**src/rtl/core/assert_macros.svh**
```systemverilog
// ----------------------------------------------------------------------------
// assert_macros.svh
// Concurrent assertion helpers for the primitive expander. They expand to
// nothing when SYNTH is defined.
// ----------------------------------------------------------------------------
`ifndef ASSERT_MACROS_SVH
`define ASSERT_MACROS_SVH

`ifndef SYNTH
// Implication checked outside reset
`define ASSERT_IMP(lbl, clk, rst_n, ante, cons) \
  lbl: assert property (@(posedge clk) disable iff (!rst_n) (ante) |-> (cons)) \
    else $error("assertion failed: lbl");
// Next-cycle implication, also checked during reset
`define ASSERT_NXT(lbl, clk, ante, cons) \
  lbl: assert property (@(posedge clk) (ante) |=> (cons)) \
    else $error("assertion failed: lbl");
`else
`define ASSERT_IMP(lbl, clk, rst_n, ante, cons)
`define ASSERT_NXT(lbl, clk, ante, cons)
`endif

`endif

```
**src/rtl/core/stlpe_pkg.sv**
```systemverilog
// ----------------------------------------------------------------------------
// stlpe_pkg
// Shared types and codes for the strip-to-list primitive expander.
// ----------------------------------------------------------------------------
package stlpe_pkg;

  // Strip kind as carried on the op field
  typedef enum logic {
    OP_LINE_STRIP = 1'b0,
    OP_TRI_STRIP  = 1'b1
  } strip_op_t;

  // Primitive kind as carried on prim_kind
  typedef enum logic {
    PRIM_LINE = 1'b0,
    PRIM_TRI  = 1'b1
  } prim_kind_t;

  // Depth of the primitive queue between front and back
  localparam int QUEUE_DEPTH = 2;

  // Saturation point of the per-strip vertex count
  localparam logic [1:0] SEEN_FULL = 2'd2;

  // Header of one queued primitive
  typedef struct packed {
    prim_kind_t kind;
  } prim_hdr_t;

  // Queue status seen by front and back
  typedef struct packed {
    logic full;
    logic empty;
  } q_stat_t;

endpackage

```
**src/rtl/core/stlpe_if.sv**
```systemverilog
// ----------------------------------------------------------------------------
// stlpe_in_if / stlpe_out_if
// Valid/ready channels for strip vertices in and primitive indices out.
// ----------------------------------------------------------------------------
interface stlpe_in_if #(
  parameter int INDEX_BITS = 16
) ();
  logic                  valid;
  logic                  ready;
  logic                  op;
  logic                  strip_start;
  logic [INDEX_BITS-1:0] vertex_index;
  logic [INDEX_BITS-1:0] index_base;

  modport source (output valid, op, strip_start, vertex_index, index_base, input ready);
  modport sink   (input valid, op, strip_start, vertex_index, index_base, output ready);
endinterface

interface stlpe_out_if #(
  parameter int INDEX_BITS = 16
) ();
  logic                  valid;
  logic                  ready;
  logic [INDEX_BITS-1:0] out_index;
  logic                  prim_end;
  logic                  prim_kind;

  modport source (output valid, out_index, prim_end, prim_kind, input ready);
  modport sink   (input valid, out_index, prim_end, prim_kind, output ready);
endinterface

```
**src/rtl/core/stlpe_front.sv**
```systemverilog
// ----------------------------------------------------------------------------
// stlpe_front
// Accept strip vertices, rebase them, track strip state and classify each
// vertex into a line segment, a triangle or nothing.
// ----------------------------------------------------------------------------
module stlpe_front #(
  parameter int INDEX_BITS = 16
) (
  input  logic                        clk,
  input  logic                        rst_n,
  stlpe_in_if.sink                    in_chan,
  input  stlpe_pkg::q_stat_t          q_stat,
  output logic                        push,
  output stlpe_pkg::prim_hdr_t        push_hdr,
  output logic [3*INDEX_BITS-1:0]     push_idx
);
  import stlpe_pkg::*;

  logic [INDEX_BITS-1:0] older_r, older_nxt;
  logic [INDEX_BITS-1:0] newer_r, newer_nxt;
  logic [1:0]            seen_r, seen_nxt;
  logic                  parity_r, parity_nxt;
  strip_op_t             kind_r, kind_nxt;

  logic                  accept;
  logic [INDEX_BITS-1:0] v;
  logic [1:0]            seen_eff;
  logic                  parity_eff;
  strip_op_t             kind_eff;
  logic                  emit;

  // Take a request whenever the queue has room
  assign in_chan.ready = !q_stat.full;
  assign accept        = in_chan.valid && in_chan.ready;

  // Rebase, wrapping at the index width
  assign v = in_chan.vertex_index + in_chan.index_base;

  // Strip start restarts count, parity and kind
  always_comb begin
    seen_eff   = in_chan.strip_start ? 2'd0 : seen_r;
    parity_eff = in_chan.strip_start ? 1'b0 : parity_r;
    kind_eff   = in_chan.strip_start ? strip_op_t'(in_chan.op) : kind_r;
  end

  // Classify and order the primitive
  always_comb begin
    emit       = 1'b0;
    push_hdr   = '{kind: PRIM_LINE};
    push_idx   = '0;
    parity_nxt = parity_eff;
    if (kind_eff == OP_LINE_STRIP) begin
      emit     = (seen_eff != 2'd0) && (newer_r != v);
      push_idx = {{INDEX_BITS{1'b0}}, v, newer_r};
    end else begin
      push_hdr = '{kind: PRIM_TRI};
      if (seen_eff == SEEN_FULL) begin
        emit       = (older_r != newer_r) && (newer_r != v) && (older_r != v);
        parity_nxt = !parity_eff;
      end
      if (parity_eff) begin
        push_idx = {v, older_r, newer_r};
      end else begin
        push_idx = {v, newer_r, older_r};
      end
    end
  end

  assign push = accept && emit;

  // Advance the vertex history
  always_comb begin
    older_nxt = newer_r;
    newer_nxt = v;
    seen_nxt  = (seen_eff == SEEN_FULL) ? seen_eff : seen_eff + 2'd1;
    kind_nxt  = kind_eff;
  end

  always_ff @(posedge clk) begin
    if (!rst_n) begin
      older_r  <= '0;
      newer_r  <= '0;
      seen_r   <= '0;
      parity_r <= 1'b0;
      kind_r   <= OP_LINE_STRIP;
    end else if (accept) begin
      older_r  <= older_nxt;
      newer_r  <= newer_nxt;
      seen_r   <= seen_nxt;
      parity_r <= parity_nxt;
      kind_r   <= kind_nxt;
    end
  end

endmodule

```
**src/rtl/core/stlpe_prim_queue.sv**
```systemverilog
// ----------------------------------------------------------------------------
// stlpe_prim_queue
// Short register queue of classified primitives between front and back.
// ----------------------------------------------------------------------------
module stlpe_prim_queue #(
  parameter int INDEX_BITS = 16
) (
  input  logic                        clk,
  input  logic                        rst_n,
  input  logic                        push,
  input  stlpe_pkg::prim_hdr_t        push_hdr,
  input  logic [3*INDEX_BITS-1:0]     push_idx,
  input  logic                        pop,
  output stlpe_pkg::prim_hdr_t        head_hdr,
  output logic [3*INDEX_BITS-1:0]     head_idx,
  output stlpe_pkg::q_stat_t          q_stat
);
  import stlpe_pkg::*;

  localparam int PTR_BITS = (QUEUE_DEPTH > 1) ? $clog2(QUEUE_DEPTH) : 1;
  localparam int CNT_BITS = $clog2(QUEUE_DEPTH + 1);

  prim_hdr_t             hdr_q [QUEUE_DEPTH];
  logic [3*INDEX_BITS-1:0] idx_q [QUEUE_DEPTH];

  logic [PTR_BITS-1:0] wr_ptr_r, wr_ptr_nxt;
  logic [PTR_BITS-1:0] rd_ptr_r, rd_ptr_nxt;
  logic [CNT_BITS-1:0] count_r, count_nxt;

  assign q_stat.full  = (count_r == CNT_BITS'(QUEUE_DEPTH));
  assign q_stat.empty = (count_r == '0);
  assign head_hdr     = hdr_q[rd_ptr_r];
  assign head_idx     = idx_q[rd_ptr_r];

  // Wrap pointers at the queue depth
  always_comb begin
    wr_ptr_nxt = wr_ptr_r;
    rd_ptr_nxt = rd_ptr_r;
    count_nxt  = count_r;
    if (push) begin
      wr_ptr_nxt = (wr_ptr_r == PTR_BITS'(QUEUE_DEPTH - 1)) ? '0 : wr_ptr_r + 1'b1;
    end
    if (pop) begin
      rd_ptr_nxt = (rd_ptr_r == PTR_BITS'(QUEUE_DEPTH - 1)) ? '0 : rd_ptr_r + 1'b1;
    end
    if (push && !pop) begin
      count_nxt = count_r + 1'b1;
    end else if (pop && !push) begin
      count_nxt = count_r - 1'b1;
    end
  end

  always_ff @(posedge clk) begin
    if (!rst_n) begin
      wr_ptr_r <= '0;
      rd_ptr_r <= '0;
      count_r  <= '0;
    end else begin
      wr_ptr_r <= wr_ptr_nxt;
      rd_ptr_r <= rd_ptr_nxt;
      count_r  <= count_nxt;
    end
  end

  // Store the entry; payload needs no reset
  always_ff @(posedge clk) begin
    if (push) begin
      hdr_q[wr_ptr_r] <= push_hdr;
      idx_q[wr_ptr_r] <= push_idx;
    end
  end

endmodule

```
**src/rtl/core/stlpe_back.sv**
```systemverilog
// ----------------------------------------------------------------------------
// stlpe_back
// Serialise queued primitives into one index per request on the result
// channel, through an output register.
// ----------------------------------------------------------------------------
module stlpe_back #(
  parameter int INDEX_BITS = 16
) (
  input  logic                        clk,
  input  logic                        rst_n,
  input  stlpe_pkg::q_stat_t          q_stat,
  input  stlpe_pkg::prim_hdr_t        head_hdr,
  input  logic [3*INDEX_BITS-1:0]     head_idx,
  output logic                        pop,
  stlpe_out_if.source                 out_chan
);
  import stlpe_pkg::*;

  logic [1:0]            slot_r, slot_nxt;
  logic                  valid_r;
  logic [INDEX_BITS-1:0] index_r;
  logic                  end_r;
  prim_kind_t            kind_r;

  logic                  load;
  logic                  last;
  logic [INDEX_BITS-1:0] sel_index;

  // Load a new index when the output stage is free or drains
  assign load = !q_stat.empty && (!valid_r || out_chan.ready);
  assign last = (head_hdr.kind == PRIM_TRI) ? (slot_r == 2'd2) : (slot_r == 2'd1);
  assign pop  = load && last;

  // Pick the index of the current slot
  always_comb begin
    case (slot_r)
      2'd0:    sel_index = head_idx[INDEX_BITS-1:0];
      2'd1:    sel_index = head_idx[2*INDEX_BITS-1:INDEX_BITS];
      default: sel_index = head_idx[3*INDEX_BITS-1:2*INDEX_BITS];
    endcase
  end

  // Advance the slot, restart at each new primitive
  always_comb begin
    slot_nxt = slot_r;
    if (load) begin
      slot_nxt = last ? 2'd0 : slot_r + 2'd1;
    end
  end

  always_ff @(posedge clk) begin
    if (!rst_n) begin
      slot_r  <= '0;
      valid_r <= 1'b0;
    end else begin
      slot_r <= slot_nxt;
      if (load) begin
        valid_r <= 1'b1;
      end else if (out_chan.ready) begin
        valid_r <= 1'b0;
      end
    end
  end

  // Hold the payload while stalled
  always_ff @(posedge clk) begin
    if (load) begin
      index_r <= sel_index;
      end_r   <= last;
      kind_r  <= head_hdr.kind;
    end
  end

  assign out_chan.valid     = valid_r;
  assign out_chan.out_index = index_r;
  assign out_chan.prim_end  = end_r;
  assign out_chan.prim_kind = kind_r;

endmodule

```
**src/rtl/core/strip_to_list_primitive_expander_unit.sv**
```systemverilog
// ----------------------------------------------------------------------------
// strip_to_list_primitive_expander_unit
// An accepted vertex's primitive is written into a two-entry queue that
// decouples front and back; its indices leave through the output register,
// one index per cycle while the receiver is ready. The single result port
// limits the vertex rate; new vertices are taken while the queue has room.
// Synchronous reset empties the queue and clears strip state.
// ----------------------------------------------------------------------------
`include "assert_macros.svh"

module strip_to_list_primitive_expander_unit #(
  parameter int INDEX_BITS = 16
) (
  input  logic        clk,
  input  logic        rst_n,
  stlpe_in_if.sink    in_chan,
  stlpe_out_if.source out_chan
);
  import stlpe_pkg::*;

  logic                    push;
  logic                    pop;
  prim_hdr_t               push_hdr;
  prim_hdr_t               head_hdr;
  logic [3*INDEX_BITS-1:0] push_idx;
  logic [3*INDEX_BITS-1:0] head_idx;
  q_stat_t                 q_stat;

  // Classify vertices
  stlpe_front #(.INDEX_BITS(INDEX_BITS)) u_front (
    .clk      (clk),
    .rst_n    (rst_n),
    .in_chan  (in_chan),
    .q_stat   (q_stat),
    .push     (push),
    .push_hdr (push_hdr),
    .push_idx (push_idx)
  );

  // Buffer primitives
  stlpe_prim_queue #(.INDEX_BITS(INDEX_BITS)) u_queue (
    .clk      (clk),
    .rst_n    (rst_n),
    .push     (push),
    .push_hdr (push_hdr),
    .push_idx (push_idx),
    .pop      (pop),
    .head_hdr (head_hdr),
    .head_idx (head_idx),
    .q_stat   (q_stat)
  );

  // Serialise indices
  stlpe_back #(.INDEX_BITS(INDEX_BITS)) u_back (
    .clk      (clk),
    .rst_n    (rst_n),
    .q_stat   (q_stat),
    .head_hdr (head_hdr),
    .head_idx (head_idx),
    .pop      (pop),
    .out_chan (out_chan)
  );

  // Checks on queue use and reset
  `ASSERT_IMP(a_no_push_full, clk, rst_n, push, !q_stat.full)
  `ASSERT_IMP(a_no_pop_empty, clk, rst_n, pop, !q_stat.empty)
  `ASSERT_NXT(a_reset_clears, clk, !rst_n, q_stat.empty && !out_chan.valid)

endmodule

```
**src/flat_wrapper.sv**
```systemverilog
// flat-port wrapper written by rule: the top's interface ports become plain ports
module strip_to_list_primitive_expander_unit_flat import stlpe_pkg::*;
#(
  parameter int INDEX_BITS = 16
)
  (clk, rst_n, in_chan_valid, in_chan_op, in_chan_strip_start, in_chan_vertex_index, in_chan_index_base, in_chan_ready, out_chan_valid, out_chan_out_index, out_chan_prim_end, out_chan_prim_kind, out_chan_ready);
  stlpe_in_if #(.INDEX_BITS(INDEX_BITS)) in_chan_i ();
  stlpe_out_if #(.INDEX_BITS(INDEX_BITS)) out_chan_i ();
  input  logic clk;
  input  logic rst_n;
  input wire logic [$bits(in_chan_i.valid)-1:0] in_chan_valid;
  input wire logic [$bits(in_chan_i.op)-1:0] in_chan_op;
  input wire logic [$bits(in_chan_i.strip_start)-1:0] in_chan_strip_start;
  input wire logic [$bits(in_chan_i.vertex_index)-1:0] in_chan_vertex_index;
  input wire logic [$bits(in_chan_i.index_base)-1:0] in_chan_index_base;
  output wire logic [$bits(in_chan_i.ready)-1:0] in_chan_ready;
  output wire logic [$bits(out_chan_i.valid)-1:0] out_chan_valid;
  output wire logic [$bits(out_chan_i.out_index)-1:0] out_chan_out_index;
  output wire logic [$bits(out_chan_i.prim_end)-1:0] out_chan_prim_end;
  output wire logic [$bits(out_chan_i.prim_kind)-1:0] out_chan_prim_kind;
  input wire logic [$bits(out_chan_i.ready)-1:0] out_chan_ready;
  assign in_chan_i.valid = in_chan_valid;
  assign in_chan_i.op = in_chan_op;
  assign in_chan_i.strip_start = in_chan_strip_start;
  assign in_chan_i.vertex_index = in_chan_vertex_index;
  assign in_chan_i.index_base = in_chan_index_base;
  assign in_chan_ready = in_chan_i.ready;
  assign out_chan_valid = out_chan_i.valid;
  assign out_chan_out_index = out_chan_i.out_index;
  assign out_chan_prim_end = out_chan_i.prim_end;
  assign out_chan_prim_kind = out_chan_i.prim_kind;
  assign out_chan_i.ready = out_chan_ready;
  strip_to_list_primitive_expander_unit #(.INDEX_BITS(INDEX_BITS)) u_core (.clk(clk), .rst_n(rst_n), .in_chan(in_chan_i), .out_chan(out_chan_i));
endmodule
```
**config.mk**
```make
export PLATFORM = sky130hd
export DESIGN_NAME = strip_to_list_primitive_expander_unit_flat
export DESIGN_NICKNAME = d
export VERILOG_FILES = /design/src/rtl/core/stlpe_pkg.sv /design/src/rtl/core/stlpe_if.sv /design/src/rtl/core/stlpe_front.sv /design/src/rtl/core/stlpe_prim_queue.sv /design/src/rtl/core/stlpe_back.sv /design/src/rtl/core/strip_to_list_primitive_expander_unit.sv /design/src/flat_wrapper.sv
export VERILOG_INCLUDE_DIRS = /design/src /design/src/rtl/core
export SDC_FILE = /design/constraint.sdc
export NUM_CORES = 1
export LEC_CHECK = 0
export ABC_AREA = 0
export BUFFER_PORTS_ARGS = -buffer_cell sky130_fd_sc_hd__buf_2
export CORE_MARGIN = 5
export CORE_UTILIZATION = 36
export CTS_BUF_LIST = sky130_fd_sc_hd__clkbuf_8
export DETAILED_ROUTE_END_ITERATION = 7
export GPL_TIMING_DRIVEN = 0
export PLACE_DENSITY = 0.62
export RECOVER_POWER = 100
export SKIP_LAST_GASP = 1
export SLEW_MARGIN = 40
export SYNTH_ARGS = -nofsm -noshare
export SYNTH_HDL_FRONTEND = slang
export SYNTH_HIERARCHICAL = 1
export SYNTH_SLANG_ARGS = --single-unit
```
**constraint.sdc**
```tcl
create_clock -name clk -period 5.73 [get_ports clk]
set_input_delay 0.573 -clock clk [delete_from_list [all_inputs] [get_ports clk]]
set_output_delay 0.573 -clock clk [all_outputs]
set_load 0.05 [all_outputs]
```
==> summary.txt <==
Power
  – Leak pwr: around 3.6 nW
  – Total design power: ~0.0028 W
  – Flop pwr share: slightly below 50%
  – Switching share of power: around 28%
  – Psw: 0.0007686 W
  – Combinational share of power: 19.5%
  – P_int: 0.002018 W
  – Max VDD drop: between 0.15 and 0.2 mV
  – Power density cells: 288.4 nW/um2
  – Clock Power Share: between 30% and 40%

GRT
  – Largest net degree at the start of global routing: 34
  – First-pass GRT wire length: 30820 um
  – Vias in the first global route: 5629
  – Overflow after GRT: 0
  – Initial antenna violation count: 0
  – Global Route Usage Sum: 14.82%

Timing
  – Max-slew violations: 0
  – Fmax: 212.7 MHz
  – RSZ-0062 raised after global routing: false
  – Final Hold Viols: 0
  – Clock skew: between 0.01 and 0.015 ns
  – Tcrit/Tclk final: 82.03%
  – Final period demand of the worst path: 4.701 ns
  – Setup violators final: 0
  – Least-Margin Pin Slew: roughly 1.1 ns
  – Max-slew headroom: between 20% and 30%
  – Hold Slack: 0.4053 ns

CTS
  – CTS Sinks: 160
  – Post_cts resized: 0
  – Hold buffers post-CTS: 0
  – Worst-path clk slew: ~0.07 ns
  – Worst-skew pair later-pin latency: roughly 0.46 ns
  – CTS tree: done
  – CTS H-tree depth: 4
  – CTS Buf Count: 17
  – Bufs on Longest Clock Path: 2
  – Clk root buf: clkbuf_8
  – Setup bufs post-CTS: 0

Final layout
  – Fillers: between 2000 and 2500
  – Commonest cells after routing, fill and taps aside: 116 x edfxtp_1, 96 x nand2_1, 57 x clkbuf_1
  – Final std cells w/o fill: 1168
  – Multi-input gate area: between 3000 and 4000 um2
  – Final Cell Area: about 9700 um2
  – Sequential Area: between 4000 and 5000 um2
  – Layout area overhead: 13.56%
  – Most common cell after layout, fill and taps aside: edfxtp_1
  – Layout Nets: between 800 and 900
  – ANT cells: 0
  – Layout cells sized above 1: around 16%
  – Post-layout util: 41.29%

Critical path
  – Crit-path max FO: 19
  – Startpoint Class: input pin
  – Worst Path Required: 5.90 ns
  – Setup crit end kind: flop
  – Kind of critical path: input pin to flop
  – Critical Path AT: slightly below 5 ns

Synth
  – Syn. warnings: 6
  – EDFF count, synth: roughly 120
  – Async SR Flop Fraction: 0%
  – Top cell type's share of synthesized area: 40.94%
  – Cell type with the largest total area after synthesis: edfxtp_1
  – Cell count after synthesis: 756
  – Sequential-to-total area share from yosys stat: between 50% and 60%
  – Post-synth cell types: 61
  – Post-Syn Nets: 818
  – Main flop type after synthesis: edfxtp_1
  – Synth Register Bits: 160
  – Syn Area/Cell: approximately 11 um2
  – Top post-synthesis cells by area: edfxtp_1 41%, dfxtp_1 10%, mux2_2 7.9%
  – Post-synthesis cell area: approximately 8500 um2

Route
  – DR iter-0 viols: a little over 300
  – DR vias/cell: just under 5
  – Final wirelength: between 15000 and 20000 um
  – Vias: 5783
  – WL/cell: ~17 um
  – Drt pass-1 iters: 5
  – Antenna-violating nets left: 0
  – Post-route DRC: 0

Die
  – Core ar.: 23400 um2
  – Total Die Area: 26810 um2
  – Ports: 58
  – # rows: 56
  – Die Ht: approximately 160 um
  – Initial core utilization: 36.36%
  – Die X-Extent: 163.7 um

Place
  – Placed Cells: 1136
  – IO Port Bufs: between 50 and 60
  – GP Congestion: about 0.84
  – DP HPWL: around 15000 um
  – DP Area: 9326 um2

Run
  – Max-cap viol count: 0

Outcome
  – Outcome: completed

Min path
  – Worst hold path type: input pin to flop
layout make-up:
cell class,instances,share of cell area (%)
Clock buffer,17,2.422
Inverter,9,0.3497
Multi-Input combinational cell,541,40.29
Tap cell,319,4.131
Timing Repair Buffer,61,3.613
Clock inverter,15,2.059
Buffer,46,1.968
Sequential cell,160,45.17
path summary, 6_finish.rpt:
kind / startpoint / endpoint / slack [ns] / cells past startpoint
worst min register to register: u_core/u_front/seen_r[0]$_SDFFE_PN0P_ / u_core/u_front/seen_r[0]$_SDFFE_PN0P_ / 0.47 / 2
worst max-delay path: in_chan_vertex_index[6] / u_core/u_queue/idx_q[0][26]$_DFFE_PP_ / 1.03 / 16
worst max register to register: u_core/u_front/kind_r$_SDFFE_PN0P_ / u_core/u_queue/idx_q[0][26]$_DFFE_PP_ / 1.34 / 14
worst min-delay path: in_chan_op / u_core/u_front/kind_r$_SDFFE_PN0P_ / 0.41 / 3
stage by stage:
step / TNS, ns / setup WS, ns
2_1_floorplan: 0 / 0.7845
5_1_grt: 0 / 0.7899
6_report: 0 / 1.029
4_1_cts: 0 / 1.238
3_5_place_dp: 0 / 0.7557
3_3_place_gp: -47.30 / -0.6137
logic make-up (layout without fill, tap and decap cells):
family / after synthesis / after routing / share of synthesized area (%)
and+or+nand+nor: 215 / 215 / 12.04
AOI/OAI and AO/OA: 160 / 160 / 12.12
DFF: 160 / 160 / 51.29
muxes: 76 / 76 / 9.912
xor gates and xnor gates: 66 / 66 / 8.191
buffers and inverters: 55 / 148 / 2.824
adders and majority gates: 24 / 24 / 3.618
cell usage after synthesis (3+ instances only):
cell / instances
xor2_1: 33
dfxtp_1: 44
edfxtp_1: 116
nor3_1: 6
a21boi_1: 25
and2_1: 19
a211oi_1: 14
o22ai_1: 3
a21oi_1: 39
nand4b_1: 3
nand4_1: 5
a31oi_1: 4
o21ai_1: 16
clkbuf_1: 33
o21ai_0: 25
buf_1: 3
xnor2_1: 24
nor4_1: 6
nand2_1: 96
nor2_1: 34
xnor3_1: 7
nor2_2: 10
nand3_1: 5
a21o_1: 6
buf_2: 6
a211o_1: 3
buf_6: 3
mux2_1: 6
mux2i_1: 10
inv_1: 7
mux2_2: 60
nor2b_1: 15
nand2b_1: 4
or3_1: 3
o211a_1: 5
ha_1: 23
routing by layer:
| metal | wire [um] | vias up | share of wire, % | global-route usage [%] |
|---|---|---|---|---|
| met2 | 9039 | 133 | 47 | 23.69 |
| met1 | 9133 | 2734 | 47 | 20.32 |
| met3 | 862 | 18 | 4.5 | 2.961 |
| met5 | 0 | - | 0 | 0 |
| li1 | - | 2898 | - | - |
| met4 | 280 | 0 | 1.4 | 4.689 |
critical path, stage by stage:
cell and delay [ns]:
buf_2 0.10, ha_1 0.27, clkbuf_1 0.23, a21o_1 0.22, a211o_1 0.26, a2111o_1 0.42
a31o_1 0.22, a21oi_1 0.25, xor2_1 0.44, xnor2_1 0.20, o311ai_0 0.15, a211oi_1 0.61
nor2b_1 0.32, buf_8 0.23, buf_16 0.17, buf_16 0.17
power groups by stage:
stage	registers, W	clock network, W	logic [W]
finish	0.00135	0.000899	0.000542
global route	0.00135	0.000969	0.000597
CTS	0.00134	0.000917	0.000560
detailed placement	0.00137	0	0.000556
global placement	0.00137	0	0.000540
floorplan	0.00139	0	0.000367
registers in the layout, summed over array words and instances, names as in the netlist, named ones only:
register and cells:
u_core/u_front/seen_r 2, u_core/u_queue/idx_q 96, u_core/u_front/newer_r 16, u_core/u_front/kind_r 1
u_core/u_back/out_chan.prim_kind 1, u_core/u_queue/wr_ptr_r 1, u_core/u_back/out_chan.valid 1, u_core/u_back/out_chan.out_index 16
u_core/u_front/parity_r 1, u_core/u_queue/count_r 2, u_core/u_front/older_r 16, u_core/u_queue/rd_ptr_r 1
u_core/u_back/out_chan.prim_end 1, u_core/u_back/slot_r 2, u_core/u_queue/hdr_q 2
No activity file was read; power rests on OpenSTA's default activity.
